**src/design/csqrt_pkg.sv**
```systemverilog
// ----------------------------------------------------------------------------
// csqrt_pkg
// Shared widths, register indexes and reset values of the CORDIC square-root
// unit.
// ----------------------------------------------------------------------------
package csqrt_pkg;

  localparam int SAMPLE_W = 32;
  localparam int ROOT_W   = 50;
  localparam int COUNT_W  = 5;
  localparam int GAIN_W   = 17;
  localparam int CFG_W    = GAIN_W;

  typedef logic [SAMPLE_W-1:0] sample_t;
  typedef logic [ROOT_W-1:0]   root_t;
  typedef logic [COUNT_W-1:0]  count_t;
  typedef logic [GAIN_W-1:0]   gain_t;
  typedef logic [CFG_W-1:0]    cfg_data_t;

  typedef enum logic [0:0] {
    REG_ITERATION_COUNT = 1'b0,
    REG_GAIN_WORD       = 1'b1
  } cfg_index_t;

  localparam count_t ITERATION_COUNT_RESET = 5'd16;
  localparam gain_t  GAIN_WORD_RESET       = 17'd79135;

endpackage

```
**src/design/cordic_square_root_unit.sv**
```systemverilog
// ----------------------------------------------------------------------------
// cordic_square_root_unit
// Scaled square root by hyperbolic CORDIC vectoring on one shared shift-add
// unit, with even pre-normalization and a final gain multiply.
// ----------------------------------------------------------------------------
//  channel   direction  handshake                    payload
//  sample    in         sample_valid / sample_stall  sample
//  result    out        result_valid / result_stall  root_scaled
//  config    in         cfg_write                    cfg_index, cfg_data
//
//  After the transfer an item passes through the normalization steps (four or
//  two bits a step), the CORDIC iterations (iteration_count plus one per
//  repeated index), an exit check, the denormalizing shift and the multiply.
//  The CORDIC loop runs one iteration a cycle. A zero sample goes straight to
//  the multiply. Reset is synchronous and restores the configuration
//  registers. A stalled result holds the multiply state, while a new sample
//  is taken as soon as the core is idle.
// ----------------------------------------------------------------------------
module cordic_square_root_unit #(
  parameter int WIDTH = 32
) (
  input  logic                  clk,
  input  logic                  rst,
  input  logic                  sample_valid,
  output logic                  sample_stall,
  input  csqrt_pkg::sample_t    sample,
  output logic                  result_valid,
  input  logic                  result_stall,
  output csqrt_pkg::root_t      root_scaled,
  input  logic                  cfg_write,
  input  csqrt_pkg::cfg_index_t cfg_index,
  input  csqrt_pkg::cfg_data_t  cfg_data
);
  import csqrt_pkg::*;

  localparam int XW = WIDTH + 3;
  localparam int UW = WIDTH + 1;
  localparam int PW = XW + GAIN_W + 1;
  localparam logic signed [XW-1:0] QUARTER = {{(XW-1){1'b0}}, 1'b1} << (WIDTH - 2);

  typedef enum logic [2:0] {
    ST_IDLE,
    ST_NORM,
    ST_ROT,
    ST_SCALE,
    ST_MUL
  } state_t;

  state_t                 state;
  count_t                 iteration_count;
  gain_t                  gain_word;
  logic [UW-1:0]          u_work;
  logic signed [XW-1:0]   x_work;
  logic signed [XW-1:0]   y_work;
  logic [5:0]             shift_index;
  logic [5:0]             next_repeat;
  logic [5:0]             norm_shift;

  logic [WIDTH-1:0]       s_in;
  logic [UW-1:0]          u_fin;
  logic [5:0]             n_fin;
  logic signed [XW-1:0]   u_ext;
  logic signed [XW-1:0]   xs;
  logic signed [XW-1:0]   ys;
  logic signed [XW-1:0]   x_rot;
  logic signed [XW-1:0]   y_rot;
  logic [7:0]             rep_calc;
  logic signed [PW-1:0]   product;
  logic                   out_free;

  assign sample_stall = (state != ST_IDLE);
  assign out_free     = !result_valid || !result_stall;
  assign s_in         = WIDTH'(sample);

  always_comb begin
    // A single leading zero is widened to a shift of two, moving the top bit
    // one place above the sample field.
    if (norm_shift == 6'd0 && !u_work[WIDTH-1]) begin
      u_fin = u_work << 2;
      n_fin = 6'd2;
    end else begin
      u_fin = u_work;
      n_fin = norm_shift;
    end
    u_ext = XW'(u_fin);

    xs = x_work >>> shift_index;
    ys = y_work >>> shift_index;
    if (y_work[XW-1]) begin
      x_rot = x_work + ys;
      y_rot = y_work + xs;
    end else begin
      x_rot = x_work - ys;
      y_rot = y_work - xs;
    end
    rep_calc = {2'b00, shift_index} + {1'b0, shift_index, 1'b0} + 8'd1;

    product = PW'(x_work) * $signed({1'b0, gain_word});
  end

  always_ff @(posedge clk) begin
    if (rst) begin
      state           <= ST_IDLE;
      result_valid    <= 1'b0;
      iteration_count <= ITERATION_COUNT_RESET;
      gain_word       <= GAIN_WORD_RESET;
    end else begin
      if (cfg_write) begin
        case (cfg_index)
          REG_ITERATION_COUNT: iteration_count <= cfg_data[COUNT_W-1:0];
          REG_GAIN_WORD:       gain_word       <= cfg_data;
          default:             ;
        endcase
      end

      // The multiply state drives valid itself when it hands over a result.
      if (result_valid && !result_stall && state != ST_MUL) begin
        result_valid <= 1'b0;
      end

      case (state)
        ST_IDLE: begin
          if (sample_valid) begin
            u_work      <= {1'b0, s_in};
            norm_shift  <= 6'd0;
            shift_index <= 6'd1;
            next_repeat <= 6'd4;
            if (s_in == '0) begin
              x_work <= '0;
              y_work <= '0;
              state  <= ST_MUL;
            end else begin
              state <= ST_NORM;
            end
          end
        end

        ST_NORM: begin
          if (u_work[WIDTH-1 -: 4] == 4'd0) begin
            u_work     <= u_work << 4;
            norm_shift <= norm_shift + 6'd4;
          end else if (u_work[WIDTH-1 -: 2] == 2'd0) begin
            u_work     <= u_work << 2;
            norm_shift <= norm_shift + 6'd2;
          end else begin
            norm_shift <= n_fin;
            x_work     <= u_ext + QUARTER;
            y_work     <= u_ext - QUARTER;
            state      <= ST_ROT;
          end
        end

        ST_ROT: begin
          if (shift_index <= {1'b0, iteration_count}) begin
            x_work <= x_rot;
            y_work <= y_rot;
            // A repeated index runs twice; the next repeat lies at 3k+1.
            if (shift_index == next_repeat) begin
              next_repeat <= rep_calc[5:0];
            end else begin
              shift_index <= shift_index + 6'd1;
            end
          end else begin
            state <= ST_SCALE;
          end
        end

        ST_SCALE: begin
          x_work <= x_work >>> norm_shift[5:1];
          state  <= ST_MUL;
        end

        ST_MUL: begin
          if (out_free) begin
            root_scaled  <= ROOT_W'(product);
            result_valid <= 1'b1;
            state        <= ST_IDLE;
          end
        end

        default: state <= ST_IDLE;
      endcase
    end
  end

endmodule

```
**config.mk**
```make
export PLATFORM = sky130hd
export DESIGN_NAME = cordic_square_root_unit
export DESIGN_NICKNAME = d
export VERILOG_FILES = /design/src/design/csqrt_pkg.sv /design/src/design/cordic_square_root_unit.sv
export SDC_FILE = /design/constraint.sdc
export NUM_CORES = 2
export LEC_CHECK = 0
export BUFFER_PORTS_ARGS = -buffer_cell sky130_fd_sc_hd__buf_2
export CAP_MARGIN = 10
export CORE_UTILIZATION = 50
export DETAILED_ROUTE_END_ITERATION = 8
export GPL_TIMING_DRIVEN = 0
export MAX_ROUTING_LAYER = met4
export PLACE_DENSITY = 0.66
export SYNTH_ARGS = -nofsm -noshare
export SYNTH_HDL_FRONTEND = slang
export SYNTH_SLANG_ARGS = --single-unit
```
**constraint.sdc**
```tcl
create_clock -name clk -period 8.2 [get_ports clk]
set_clock_uncertainty 0.15 [all_clocks]
set_input_delay 1.64 -clock clk [delete_from_list [all_inputs] [get_ports clk]]
set_output_delay 1.64 -clock clk [all_outputs]
set_load 0.005 [all_outputs]
```
==> impl_metrics.ini <==
[clock_tree]
path_clk_slew_ns = 0.09
clk_latency_ns = 0.55
cts-hold-fix-buffers = 0
htree_levels = 4
numCtsBuffers = 17
cts_buffer_depth = 2
clock-sinks = 197
cts-root-buf = clkbuf_16
cts_tree = yes

[setup_path]
reg2reg_depth = 23
worst_path_most_repeated_cell = o211ai_1
r2r_end = x_work[31]
criticalPathCategory = register to register
max_stage_delay_ns = 0.77
crit_slowest_cell = o31ai_1
cp.required_ns = 8.31
cp_cell_sequence = buf_6 > buf_12 > buf_4 > nor2b_1 > a22oi_1 > a31oi_2 > o211ai_1 > or4b_1 > nor4_4 > and2_1 > a211oi_1 > o31ai_1 > ha_1 > nand2_1 > o21ai_0 > a21o_1 > a21oi_1 > nor2_1 > a211o_1 > a311o_1 > a31oi_1 > xor2_1 > o211ai_1
crit_fanout = 10
endpoint_kind = register
crit_path_start_kind = register
r2r_start = shift_index[1]
reg2reg_setup_slack_ns = 0.12
worstPathArrival_ns = 8.19

[detailed_routing]
dr_total_vias = 36500
drc = 10
drt_first_pass_iters = 8
route.antenna.remaining_nets = 0
via_per_inst = 6.18
drt_iter0_markers = 4516
routedWlPerCell_um = 26.7
drt-total-wl_um = 158000

[placement]
port-buffer-count = 106
gp_congestion = 1.06
dp_hpwl_um = 129000
post-place-cells = 5850

[yosys]
synth_edf_count = 171
synth_top_area_share_pct = 26.8
synth_commonest_cells = 723 x inv_1, 587 x nand2_1, 549 x fa_1
yosys.area.top_type = fa_1
syn_area_um2 = 41000
yosys-top-cells-area = fa_1 27%, edfxtp_1 13%, inv_1 6.6%, ha_1 6.2%, and2_1 5.7%
synthesis.nets = 5475
syn-instance-count = 4668
synth_area_per_cell_um2 = 8.78
yosysMostFrequentCell = inv_1
seq_area_frac_synth_pct = 13.8
ys_types = 104
synth_flop_cell = edfxtp_1
synth_warnings = 0
async_flop_share_pct = 0
yosys_register_bits = 197

[timing]
fmax_mhz = 124
finalCritPeriodShare_pct = 98.5
min_period_ns = 8.08
slew_viol_final = 0
setup_viol = 0
rsz0062_at_grt = true
finalHoldViolCount = 0
relSlewSlack_pct = 10.0
tightest_slew_ns = 1.35

[grt]
grt_antenna_before_repair = 12
gr-usage-all-layers_pct = 39.4
grt_max_degree = 35
overflow = 0
grt_pass1_vias = 35100
grt_first_pass_wirelength_um = 231000

[finish]
drive_gt1_share_pct = 9.82
areaGrowthSynthToFinish_pct = 7.40
fin_cells = 5903
final_nets = 5633

[floorplanning]
fp.dieW_um = 288
core_um2 = 80800
start_util_pct = 50.7
ioPinCount = 107
die_area_um2 = 83100
rows = 104
die_y_um = 288

[worst_hold_path]
hp-class = register to register
hold_path_end = iteration_count[2]
worstHoldStart = iteration_count[2]
hold_depth = 2

[outcome]
violations = design-rule violations
status = complete, but fails checks

[flow_run]
cap_violations = 0
-- per-stage QoR --
step	hold WS [ns]	instance area, µm²	TNS [ns]	worst slack [ns]	util, %
floorplan	0.313	41000	0	0.425	-
global placement	0.334	42800	-261.78	-3.64	53.0
detailed placement	0.338	43100	-16.87	-2.03	53.3
CTS	0.359	43800	0	0.00358	54.2
global route	0.388	44000	-0.0886	-0.0878	54.5
finish	0.356	44000	0	0.119	54.5
-- state kept, by name, summed over array words and instances, names as in the netlist --
name and flops:
gain_word 17, iteration_count 5, next_repeat 6, norm_shift 6, result_valid 1, root_scaled 50
shift_index 6, state 3, u_work 33, x_work 35, y_work 35
-- kinds of logic after synthesis --
group	count (synthesis)	synth area share, %
AND/OR/NAND/NOR	1442	17.3
XOR/XNOR	171	3.65
AO/OA/AOI/OAI	810	12.7
buffers and inverters	1030	10.0
multiplexers	266	9.51
adder cells (fa/ha/maj)	752	33.0
flip-flops	197	13.8
-- placed cells by master, fill, tap and decap left out, types with 133 or more instances in the layout --
cell type,instances
edfxtp_1,171
mux2i_1,133
nand2_1,587
and2_1,372
nor2_1,213
ha_1,203
a21oi_1,218
o21ai_0,176
clkbuf_1,171
fa_1,547
inv_1,723
-- how the worst max path moves through the flow --
stage / start / to / cells after the start
after global placement: shift_index[0] / y_work[23] / 15
after CTS: x_work[17] / root_scaled[49] / 24
final: shift_index[1] / x_work[31] / 23
after floorplan: shift_index[0] / y_work[0] / 15
after global routing: x_work[13] / root_scaled[49] / 24
after detailed placement: x_work[34] / root_scaled[48] / 25
-- layer usage --
layer	wire length [µm]	GRT usage, %
met1	66800	55.3
met2	68100	56.1
met3	17700	9.19
met4	5030	12.3
met5	0	-
-- final cells by class --
type                       instances  area, µm²
fill                            7604      36800
multi-input combinational       3441      31400
sequential                       197       5660
inverter                         728       2730
buffer                           296       1450
tap                             1060       1330
timing repair buffer             145        867
clock buffer                      17        425
clock inverter                    15        188
antenna                            4       10.0
-- critical path: cells and delay by family, from the launching register on --
kind | cells | cell delay [ns]
xor gates and xnor gates | 1 | 0.23
AOI/OAI and AO/OA | 12 | 3.73
and+or+nand+nor | 6 | 2.21
adders and majority gates | 1 | 0.44
buffers and inverters | 3 | 0.55
DFF | 1 | 0.45
-- what timing repair did --
action	4_1_cts	5_1_grt
endpoints found under the setup margin	17	22
pin swaps	1	6
buffers inserted	2	21
resized for setup	41	93
cloned	0	0
Power is not shown: default switching activity piles up to over one toggle a cycle in this logic, so the estimate is an artifact.
